File: src/fpa_pkg.sv
// Shared types and constants for the fixed-point ALU.
// No dependencies; used by every module under src.
`timescale 1ns / 1ps
package fpa_pkg;

  localparam int unsigned FRAC_BITS = 8;
  // quotient bits produced by the divider, one per stage
  localparam int unsigned QW = 32 + FRAC_BITS;

  typedef enum logic [3:0] {
    CMD_ADD      = 4'd0,
    CMD_SUB      = 4'd1,
    CMD_MUL      = 4'd2,
    CMD_DIV      = 4'd3,
    CMD_COMPARE  = 4'd4,
    CMD_MIN      = 4'd5,
    CMD_MAX      = 4'd6,
    CMD_FROM_INT = 4'd7,
    CMD_TO_INT   = 4'd8
  } fpa_cmd_e;

  localparam logic [1:0] ST_OK   = 2'd0;
  localparam logic [1:0] ST_DIV0 = 2'd1;
  localparam logic [1:0] ST_SAT  = 2'd2;

  typedef struct packed {
    logic [3:0]         cmd;
    logic signed [31:0] a_raw;
    logic signed [31:0] b_raw;
  } fpa_req_t;

  typedef struct packed {
    logic signed [31:0] result_raw;
    logic               less;
    logic               equal;
    logic               greater;
    logic [1:0]         status;
  } fpa_rsp_t;

  // state carried down the pipeline with each request
  typedef struct packed {
    logic          is_mul;
    logic          arith;    // result comes from the mul/div saturation path
    logic          neg;      // sign of the mul/div result
    logic [31:0]   quick;    // result of the operations computed in the decode stage
    logic [1:0]    status;
    logic          less;
    logic          equal;
    logic          greater;
    logic [63:0]   prod;
    logic [31:0]   den;
    logic [32:0]   rem;
    logic [QW-1:0] nq;       // numerator bits in, quotient bits out
  } fpa_pipe_t;

endpackage

File: src/fpa_mul_stage.sv
// Magnitude multiply stage: 32x32 unsigned product, registered.
// Depends on fpa_pkg.
`timescale 1ns / 1ps
module fpa_mul_stage (
  input  logic              clk_i,
  input  logic              rst_ni,
  input  logic              valid_i,
  input  fpa_pkg::fpa_pipe_t pipe_i,
  output logic              valid_o,
  output fpa_pkg::fpa_pipe_t pipe_o
);
  import fpa_pkg::*;

  logic      valid_q;
  fpa_pipe_t pipe_d, pipe_q;

  always_comb begin
    pipe_d = pipe_i;
    // magnitude of a sits in the top of the numerator field
    pipe_d.prod = pipe_i.nq[QW-1:FRAC_BITS] * pipe_i.den;
  end

  always_ff @(posedge clk_i or negedge rst_ni) begin
    if (!rst_ni) begin
      valid_q <= 1'b0;
    end else begin
      valid_q <= valid_i;
    end
  end

  always_ff @(posedge clk_i) begin
    pipe_q <= pipe_d;
  end

  assign valid_o = valid_q;
  assign pipe_o  = pipe_q;
endmodule
File: config.mk
export PLATFORM = sky130hd
export DESIGN_NAME = fpa_mul_stage
export DESIGN_NICKNAME = d
export VERILOG_FILES = /design/src/fpa_pkg.sv /design/src/fpa_mul_stage.sv
export SDC_FILE = /design/constraint.sdc
export NUM_CORES = 2
export LEC_CHECK = 0
export ABC_AREA = 1
export BUFFER_PORTS_ARGS = -buffer_cell sky130_fd_sc_hd__buf_4
export CORE_MARGIN = 3
export CORE_UTILIZATION = 30
export CTS_CLUSTER_DIAMETER = 40
export DETAILED_ROUTE_END_ITERATION = 12
export GPL_TIMING_DRIVEN = 1
export REMOVE_ABC_BUFFERS = 1
export SETUP_SLACK_MARGIN = 0.5
export SLEW_MARGIN = 5
export SYNTH_ARGS = -nofsm -noshare
export SYNTH_HDL_FRONTEND = slang
export SYNTH_SLANG_ARGS = --single-unit
export TNS_END_PERCENT = 100
File: constraint.sdc
create_clock -name clk_i -period 0.8 [get_ports clk_i]
set_input_delay 0.04 -clock clk_i [delete_from_list [all_inputs] [get_ports clk_i]]
set_output_delay 0.04 -clock clk_i [all_outputs]
set_load 0.03 [all_outputs]
Yosys cells after proc, flatten, opt, wreduce, memory -nomap -nowiden
Index checks and enable logic that the tools add are counted.
{"block": "totals", "output_inout_bits": 210, "ff_bits": 210, "rom_bits": 0, "ramBits": 0, "memories": 0, "latch_bits": 0, "elab_cells": 14, "in_bits": 212}
{"block": "op_classes", "addsub": 0, "mul": 1, "n_eq_ne": 0, "n_lt_le_gt_ge": 0, "shift": 0, "div": 0, "mux": 0, "reduce_logical": 0, "n_bitwise": 0}
{"cell": "$mul 32x32->64", "count": 1}

Logic depth before layout (Yosys ltp)
{"block": "logic_depth", "word_depth": 1, "mapped_depth": 30, "depth_no_buf": 29}

Worst setup path after synthesis
Ideal clock, no wire load.
{"block": "synth_path", "path_kind": "input port to flip-flop", "startpoint": "input port pipe_i[33] in the netlist's numbering", "endpoint": "register pipe_q (netlist bit pipe_o[165])", "setup_ns": 0.112, "cell_stages": 26, "required_ns": 0.688, "setup_slack_ns": -5.062, "n_path_buf": 1, "arrival_time_ns": 5.750, "path_cell_list": "clkbuf_1 > nand2_1 > fa_1 > inv_1 > fa_1 > inv_1 > fa_1 > inv_1 > fa_1 > fa_1 > fa_1 > fa_1 > inv_1 > fa_1 > inv_1 > ha_1 > nand2_1 > nand2_1 > a21oi_1 > nand2_1 > nand2_1 > nand2_1 > a21oi_1 > nand2_1 > nand2_1 > nand2_1"}
{"item": "start: declaration", "line": "fpa_mul_stage.sv:8", "source": "input fpa_pkg::fpa_pipe_t pipe_i,"}
{"item": "end signal: assignment", "line": "fpa_mul_stage.sv:32", "source": "pipe_q <= pipe_d;"}
{"item": "end: declaration", "line": "fpa_mul_stage.sv:15", "source": "fpa_pipe_t pipe_d, pipe_q;"}

==> summary.txt <==
Routing
  • Drt first pass iters: 6
  • Vias/cell: 4.37
  • Via count: 34.2k
  • # DRC: 0
  • Final wirelength: 136000 um
  • DR WL/cell: 17.4 um
  • Final ANT Viol Nets: 0
  • Drt initial violations: 1991

Die
  • Initial Util: 30.4%
  • Io pins: 422
  • Die area: 139000 um^2
  • Die Y: 373 um
  • CORE AREA: 132000 um^2
  • Horiz. Die Dim: 373 um
  • Row Count: 133

Worst setup path
  • CP top delay family: adder cells
  • Crit Path Max Fanout: 9
  • Startpoint Class: input port
  • Slowest CP cell: fa_1
  • CP peak stage delay: 580 ps
  • Worst EP required: 1350 ps
  • WP buf/inv: 8
  • Arr. time, crit path: 6100 ps
  • Critical path class: input port to register
  • Most frequent cell on the critical path: fa_1
  • Critical Path End Type: register

Finish
  • Nets: 7394
  • Fillers: 12.8k
  • Share of cells above drive strength 1: 30.0%
  • Most frequent cells in the layout: 1619 x inv_1, 1338 x nand2_1, 841 x fa_1, 490 x buf_4, 293 x buf_6
  • Most common cell after layout, fill and taps aside: inv_1
  • Non-Filler Instances: 7823
  • Layout area overhead: 41.1%

Synthesis
  • Mapped Area: 40300 um^2
  • Ys async rst share: 0.476%
  • Unique masters post-synth: 23
  • Cell taking the most area after synthesis: fa_1
  • Ys flop type: dfxtp_1
  • Yosys warning total: 0
  • Yosys reg bits: 210
  • Yosys top cell area share: 44.5%
  • Post-Syn Instances: 5169
  • Synth area leaders: fa_1 45%, inv_1 16%, nand2_1 15%, dfxtp_1 10%, ha_1 8.2%
  • Register area share after synthesis: 10.4%
  • Mean area per synthesized cell: 7.80 um^2
  • EDFF count, synth: 0

Timing
  • RSZ-0062 raised after global routing: true
  • Highest Clock Rate: 180 MHz
  • Period utilisation layout: 693%
  • Hold WS: -382 ps
  • Post-route minimum period: 5540 ps
  • Slew @ Worst Pin: 285 ps
  • Final Worst Setup Slack: -4740 ps
  • Final setup viols: 272
  • Worst slew margin: 80.9%
  • Final Hold Viols: 54
  • Final Slew Violations: 0
  • Post-route setup TNS: -331650 ps

Placed design
  • Port bufs: 357
  • Placed insts: 7542
  • GP Congestion: 0.927
  • Hpwl dp: 111000 um

CTS
  • Clock Sinks: 210
  • Bufs on Longest Clock Path: 3
  • CTS tree: done
  • Hold buffers post-CTS: 92
  • CTS H-tree lvls: 2
  • CTS Buf Count: 52
  • Root Driver: clkbuf_16
  • Clock transition at path regs: 50 ps

Job
  • Max-Cap Viols: 0

GRT
  • GRT overflow: 0
  • Global-route wire length before repair: 209000 um
  • Total GRT Usage: 19.6%
  • Largest net degree at the start of global routing: 23
  • Initial antenna violation count: 3
  • Number of global-route vias before repair: 37.4k

Min path
  • Hold Crit Depth: 1
  • Hold Path End: pipe_o[8]$_DFF_P_
  • Worst Hold Class: input port to register
  • Hold Crit Start: pipe_i[8]

Status
  • Violated checks: negative hold slack, negative setup slack
  • Status: finished with violations
==> state kept, by name, indices dropped and copies added, names as in the netlist <==
| signal | count |
|---|---|
| pipe_o | 209 |
| valid_o | 1 |
==> per-stage QoR <==
| step | setup WS [ps] | hold WS [ps] | area, um^2 | utilization, % |
|---|---|---|---|---|
| global placement | -5800 | -185 | 48100 | 36.3 |
| finish | -4740 | -382 | 56900 | 42.9 |
| detailed placement | -5830 | -182 | 48100 | 36.3 |
| floorplan | -4780 | -256 | 39600 | - |
| CTS | -4680 | -436 | 55800 | 42.1 |
| global route | -4910 | -423 | 56800 | 42.9 |
==> how the worst max path moves through the flow <==
stage	from	end	slack, ps	cells past startpoint
final	pipe_i[21]	pipe_o[129]$_DFF_P_	-4740	25
after detailed placement	pipe_i[30]	pipe_o[157]$_DFF_P_	-5830	25
after CTS	pipe_i[20]	pipe_o[157]$_DFF_P_	-4680	24
after global placement	pipe_i[82]	pipe_o[157]$_DFF_P_	-5800	23
after floorplan	pipe_i[34]	pipe_o[165]$_DFF_P_	-4780	25
after global routing	pipe_i[78]	pipe_o[158]$_DFF_P_	-4910	25
==> layer usage <==
layer | vias up | global-route usage [%] | share of wire (%)
met2 | 1127 | 32.9 | 47
met3 | 211 | 3.83 | 7.8
met1 | 17100 | 25.8 | 42
li1 | 15800 | - | -
met5 | - | 0 | 0.0096
met4 | 2 | 5.46 | 3.0
==> layout make-up <==
cell class / count / area [um^2] / share of cell area [%]
well taps: 1755 / 2200 / 3.86
multi-input cells: 3033 / 31600 / 55.6
repair buffers: 992 / 10300 / 18.0
diodes: 5 / 12.5 / 0.0220
clock buffers: 61 / 1390 / 2.44
flip-flops and latches: 210 / 4530 / 7.97
clock inverters: 33 / 342 / 0.601
inverters: 1734 / 6530 / 11.5
==> cells in the mapped netlist, types with 2 or more instances <==
library cell  number
a21oi_1           42
clkbuf_1         192
dfxtp_1          209
fa_1             896
ha_1             263
inv_1           1725
inv_2              9
nand2_1         1567
nand2_2           15
nand3_1           55
nand3_2            7
nand4_1           16
nor2_1            83
nor2_2            16
nor2_4             5
nor3_1            12
nor3_2             6
o21ai_0            2
o21bai_1          11
xnor2_1            2
xor2_1            34
==> cells by family after synthesis <==
logic type,Yosys count,synth area share (%)
flip-flops,210,10.4
AND/OR/NAND/NOR,1782,17.4
adder cells (fa/ha/maj),1159,52.7
XOR/XNOR,36,0.782
AO/OA/AOI/OAI,56,0.779
buffers and inverters,1926,17.9
==> what timing repair did <==
action | 4_1_cts | 5_1_grt
hold endpoints to repair | 146 | 54
setup endpoints to repair | 274 | 281
buffers inserted | 59 | 19
pin swaps | 282 | 194
gates resized for setup | 1228 | 249
gates cloned | 9 | 3
Power is left out: the tool's default activity adds up to more than one toggle a clock period on the data nets, which glitch-free logic cannot reach.
