`src/fpa_pkg.sv`:
```
// Shared types and constants for the fixed-point ALU.
// No dependencies; used by every module under src.
`timescale 1ns / 1ps
package fpa_pkg;

  localparam int unsigned FRAC_BITS = 8;
  // quotient bits produced by the divider, one per stage
  localparam int unsigned QW = 32 + FRAC_BITS;

  typedef enum logic [3:0] {
    CMD_ADD      = 4'd0,
    CMD_SUB      = 4'd1,
    CMD_MUL      = 4'd2,
    CMD_DIV      = 4'd3,
    CMD_COMPARE  = 4'd4,
    CMD_MIN      = 4'd5,
    CMD_MAX      = 4'd6,
    CMD_FROM_INT = 4'd7,
    CMD_TO_INT   = 4'd8
  } fpa_cmd_e;

  localparam logic [1:0] ST_OK   = 2'd0;
  localparam logic [1:0] ST_DIV0 = 2'd1;
  localparam logic [1:0] ST_SAT  = 2'd2;

  typedef struct packed {
    logic [3:0]         cmd;
    logic signed [31:0] a_raw;
    logic signed [31:0] b_raw;
  } fpa_req_t;

  typedef struct packed {
    logic signed [31:0] result_raw;
    logic               less;
    logic               equal;
    logic               greater;
    logic [1:0]         status;
  } fpa_rsp_t;

  // state carried down the pipeline with each request
  typedef struct packed {
    logic          is_mul;
    logic          arith;    // result comes from the mul/div saturation path
    logic          neg;      // sign of the mul/div result
    logic [31:0]   quick;    // result of the operations computed in the decode stage
    logic [1:0]    status;
    logic          less;
    logic          equal;
    logic          greater;
    logic [63:0]   prod;
    logic [31:0]   den;
    logic [32:0]   rem;
    logic [QW-1:0] nq;       // numerator bits in, quotient bits out
  } fpa_pipe_t;

endpackage

```
`src/fpa_div_stage.sv`:
```
// One restoring-division step: one quotient bit per stage, registered.
// Depends on fpa_pkg.
`timescale 1ns / 1ps
module fpa_div_stage (
  input  logic              clk_i,
  input  logic              rst_ni,
  input  logic              valid_i,
  input  fpa_pkg::fpa_pipe_t pipe_i,
  output logic              valid_o,
  output fpa_pkg::fpa_pipe_t pipe_o
);
  import fpa_pkg::*;

  logic       valid_q;
  fpa_pipe_t  pipe_d, pipe_q;
  logic [32:0] rem_w;
  logic        take;

  always_comb begin
    rem_w  = {pipe_i.rem[31:0], pipe_i.nq[QW-1]};
    take   = rem_w >= {1'b0, pipe_i.den};
    pipe_d = pipe_i;
    pipe_d.rem = take ? rem_w - {1'b0, pipe_i.den} : rem_w;
    pipe_d.nq  = {pipe_i.nq[QW-2:0], take};
  end

  always_ff @(posedge clk_i or negedge rst_ni) begin
    if (!rst_ni) begin
      valid_q <= 1'b0;
    end else begin
      valid_q <= valid_i;
    end
  end

  always_ff @(posedge clk_i) begin
    pipe_q <= pipe_d;
  end

  assign valid_o = valid_q;
  assign pipe_o  = pipe_q;
endmodule

```
`config.mk`:
```
export PLATFORM = sky130hd
export DESIGN_NAME = fpa_div_stage
export DESIGN_NICKNAME = d
export VERILOG_FILES = /design/src/fpa_pkg.sv /design/src/fpa_div_stage.sv
export SDC_FILE = /design/constraint.sdc
export NUM_CORES = 1
export LEC_CHECK = 0
export ABC_AREA = 1
export BUFFER_PORTS_ARGS = -buffer_cell sky130_fd_sc_hd__buf_2
export CAP_MARGIN = 15
export CORE_AREA = 3 3 164 166
export DETAILED_ROUTE_END_ITERATION = 10
export DIE_AREA = 0 0 167 169
export HOLD_SLACK_MARGIN = 0.02
export SLEW_MARGIN = 20
export SYNTH_ARGS = -nofsm -noshare
export SYNTH_HDL_FRONTEND = slang
export SYNTH_SLANG_ARGS = --single-unit
export TNS_END_PERCENT = 10
```
`constraint.sdc`:
```
create_clock -name clk_i -period 0.8 [get_ports clk_i]
set_input_delay 0.16 -clock clk_i [delete_from_list [all_inputs] [get_ports clk_i]]
set_output_delay 0.16 -clock clk_i [all_outputs]
set_load 0.05 [all_outputs]
```
## Yosys cells after proc, flatten, opt, wreduce, memory -nomap -nowiden

Cells that the tools add are included.
W data, S select, Z words.

- Register bits after elaboration: 210
- Input port bits: 212
- Output and inout bits: 210
- Logic and storage cells: 16

- Add/subtract/negate cells: 1
- Order comparisons: 1
- Mux-type cells: 1

Operators by type and width:

| operator | count |
|---|---|
| $ge A33 B32 Y1 | 1 |
| $mux W33 | 1 |
| $sub A33 B32 Y33 | 1 |

## Logic depth before layout (Yosys ltp)

- Word-level depth: 2
- Gate-level depth with buffers: 16
- Depth with buffers taken out: 16

## Worst setup path before layout

No wires, ideal clock.

- Kind: input -> register
- Start point: input port pipe_i[39] (netlist name)
- End point: register pipe_q (netlist bit pipe_o[72])
- Setup time: 0.108 ns
- Arrival time: 1.499 ns
- Data required time: 0.692 ns
- Path slack: -0.807 ns
- Cell stages on the path: 13
- Path buffers: 0
- Cell sequence: inv_1 -> ha_1 -> fa_1 -> nor2_1 -> o21ai_0 -> nand2_1 -> nand2_1 -> nand2_1 -> nand2_1 -> nand3_1 -> nand2_1 -> nand2_1 -> inv_2

RTL lines:

| element | line | RTL |
|---|---|---|
| start: declaration | fpa_div_stage.sv:8 | `input fpa_pkg::fpa_pipe_t pipe_i,` |
| end signal: assignment | fpa_div_stage.sv:36 | `pipe_q <= pipe_d;` |
| end: declaration | fpa_div_stage.sv:15 | `fpa_pipe_t pipe_d, pipe_q;` |

==> flow_summary.ini <==
[synthesis]
synth_top_area_share_pct = 56.2
synth.ff_latch_count = 210
flip_flop_cell_with_the_highest_count_after_synthesis = sky130_fd_sc_hd__dfxtp_1
synth_area_leader_cell = sky130_fd_sc_hd__dfxtp_1
synth_area_leaders = sky130_fd_sc_hd__dfxtp_1 56%, sky130_fd_sc_hd__nand2_1 16%, sky130_fd_sc_hd__inv_1 8.4%
synthDistinctLibCells = 28
mappedNetlistArea_um2 = 7450
syn-num-nets = 1152
synth.avg_cell_area_um2 = 8.21
synth_sequential_area_ratio_pct = 56.5
cell_with_the_most_instances_after_synthesis = sky130_fd_sc_hd__nand2_1
asyncSetResetFlopFracSynth_pct = 0.476
yosys-top-cells-count = 319 x sky130_fd_sc_hd__nand2_1, 209 x sky130_fd_sc_hd__dfxtp_1, 166 x sky130_fd_sc_hd__inv_1
synth_edf_count = 0
netlist_instances = 907
ys_warn_count = 0

[grt]
wire_length_of_the_first_global_routing_pass_um = 57300
grt_usage_pct = 26.4
number_of_global_route_vias_before_repair = 9415
global_route.overflow_total = 0
antenna_found_initial = 7
grt_max_degree = 15

[route]
drtIter0Drc = 520
detailedRoute.firstPassIterationCount = 5
wirelength_um = 42400
antenna_violating_nets_post_route = 0
detail_route.drc_violations = 0
viasPerCell = 4.43
dr_total_vias = 9117
drt-wirelength-per-cell_um = 20.6

[status]
failed_checks = negative setup slack
status = complete, but fails checks

[timing]
min_period_over_period_pct = 170
setup_viol = 244
maxClockFrequency_ghz = 0.734
hold_viol = 0
worst_hold_slack_across_all_endpoints_ps = 99.2
rsz_0062_raised_after_global_routing = yes
period_needed_ps = 1360
relSlewSlack_pct = 80.7
worst_slack_ps = -563
slew_viol_final = 0
measured_slew_at_the_worst_slew_check_pin_ps = 289

[power_and_ir_drop]
total_power_mw = 34.6
power.density_nw_per_um2 = 1950
vdd_ir_drop_max_uv = 1940
total_leakage_power_nw = 8.69

[worst_setup_path]
timing.critical_path.slowest_stage_cell = sky130_fd_sc_hd__ha_4
critical_path.startpoint = pipe_i[92]
critical_path_destination = pipe_o[61]
cp-end-kind = flop
worst_ep_arrival_time_ps = 1790
critical_path_required_ps = 1220
max_stage_delay_ps = 220
worst-path-max-fanout = 5
start_kind = input port
critical-path-top-cell-by-count = sky130_fd_sc_hd__nand2_2
crit_chain = buf_6 > inv_2 > ha_4 > nand2_4 > inv_1 > nand2_2 > nand2_2 > nand2_2 > nand2_2 > nand2_2 > nand3_2 > nor2_4 > buf_4 > buf_12 > nand2_8 > nand2_1 > nand2_1
worstSetupPathType = input port to flop

[layout]
final_core_utilization_pct = 68.8
nets = 1946
area.growth.synth_to_final_pct = 138
nFillCells = 1838
fraction_of_layout_cells_with_a_size_suffix_above_1_pct = 60.8
post-route-cell-area_um2 = 17700

[clock_network]
cts.reportedPaths.clkPinSlew_ps = 60
cts_max_path_buffers = 3
cts_max_level = 1
cts_sinks = 210
root_buf_cell = sky130_fd_sc_hd__clkbuf_16
numCtsBuffers = 24
cts_tree = done

[hold_path]
min_path_type = input port to flop

[job]
maxCapViolations = 0

[placed_design]
dp_wirelength_um = 26200
placed_cell_area_um2 = 11200
port_buffer_count = 420
final_weighted_congestion_of_routability_driven_global_placement = 0.926

[die]
design.core.area_um2 = 25800
fp.dieArea_um2 = 28200
chipHeight_um = 169
rows = 59
num_io_pins = 422
die_w_um = 167
initial_core_utilization_pct = 28.9
==> logic make-up after synthesis <==
kind of cell	Yosys count	share of synthesized area (%)
DFF	210	56.5
adders and majority gates	33	5.64
AOI/OAI and AO/OA	25	1.78
and+or+nand+nor	446	24.9
buffers and inverters	178	9.37
xor gates and xnor gates	15	1.76
==> what timing repair did <==
action / 4_1_cts / 5_1_grt
gates resized for setup: 633 / 429
setup endpoints to repair: 244 / 244
pin swaps: 58 / 58
buffers inserted: 31 / 14
hold buffers: 210 / 1
endpoints found under the hold margin: 210 / 1
gates cloned: 9 / 0
==> sequential cells by signal, indices dropped and copies added, names as in the netlist <==
| register | cells |
|---|---|
| pipe_o | 209 |
| valid_o | 1 |
==> cell type report <==
class / instances / area, um^2 / area share [%]
clock inverters: 7 / 71.3 / 0.403
flip-flops and latches: 210 / 4490 / 25.4
multi-input cells: 526 / 3680 / 20.8
well taps: 335 / 419 / 2.37
inverters: 169 / 664 / 3.75
repair buffers: 770 / 7680 / 43.4
diodes: 4 / 10.0 / 0.0565
clock buffers: 36 / 696 / 3.93
==> worst max-delay path: cells and delay by family <==
family | cells | cell delay [ps]
AND/OR/NAND/NOR | 11 | 880
adder cells (fa/ha/maj) | 1 | 220
buffers and inverters | 5 | 500
==> report_power, final <==
part           leakage [nW]  switching, mW  total, mW  internal [mW]
Clock                 0.381           4.60       10.9           6.32
Sequential             1.78          0.609       12.0           11.4
Combinational          6.53           6.37       11.6           5.26
Total                  8.69           11.6       34.6           23.0
==> metrics by stage <==
| stage | TNS [ps] | setup slack [ps] | cells |
|---|---|---|---|
| 2_1_floorplan | -22800 | -681 | 907 |
| 3_3_place_gp | -36920 | -1170 | 1747 |
| 3_5_place_dp | -38640 | -1180 | 1747 |
| 4_1_cts | -98640 | -463 | 2039 |
| 5_1_grt | -102750 | -604 | 2057 |
| 6_report | -95060 | -563 | 2057 |
==> per-layer routing <==
metal	wire length, um	GRT usage, %	vias up
met2	21400	46.5	371
met1	15700	30.2	4306
met4	2420	11.2	4
met3	2950	7.29	123
met5	27	0	-
li1	-	-	4313
==> how the worst min path moves through the flow <==
stage                    start    endpoint  cells after the start  slack (ps)
finish              pipe_i[43]  pipe_o[44]                      5         100
detailed placement      rst_ni     valid_o                      1         -70
CTS                 pipe_i[61]  pipe_o[62]                      3        -120
global placement        rst_ni     valid_o                      1         -70
global route        pipe_i[42]  pipe_o[43]                      5         120
floorplan               rst_ni     valid_o                      0        -140
==> layout by cell type (no fill, tap or decap), types with 19 or more instances in the layout <==
| master | Yosys | final |
|---|---|---|
| sky130_fd_sc_hd__nand2_1 | 319 | 222 |
| sky130_fd_sc_hd__dlygate4sd3_1 | 0 | 211 |
| sky130_fd_sc_hd__dfxtp_2 | 0 | 199 |
| sky130_fd_sc_hd__buf_2 | 6 | 187 |
| sky130_fd_sc_hd__buf_8 | 0 | 187 |
| sky130_fd_sc_hd__buf_4 | 0 | 126 |
| sky130_fd_sc_hd__inv_1 | 166 | 123 |
| sky130_fd_sc_hd__nand2_2 | 4 | 82 |
| sky130_fd_sc_hd__nand3_1 | 59 | 53 |
| sky130_fd_sc_hd__inv_2 | 3 | 40 |
| sky130_fd_sc_hd__buf_6 | 3 | 36 |
| sky130_fd_sc_hd__ha_4 | 0 | 32 |
| sky130_fd_sc_hd__clkbuf_16 | 0 | 24 |
| sky130_fd_sc_hd__buf_12 | 0 | 21 |
| sky130_fd_sc_hd__nand2_4 | 1 | 19 |
Power figures use the tool's default switching activity.
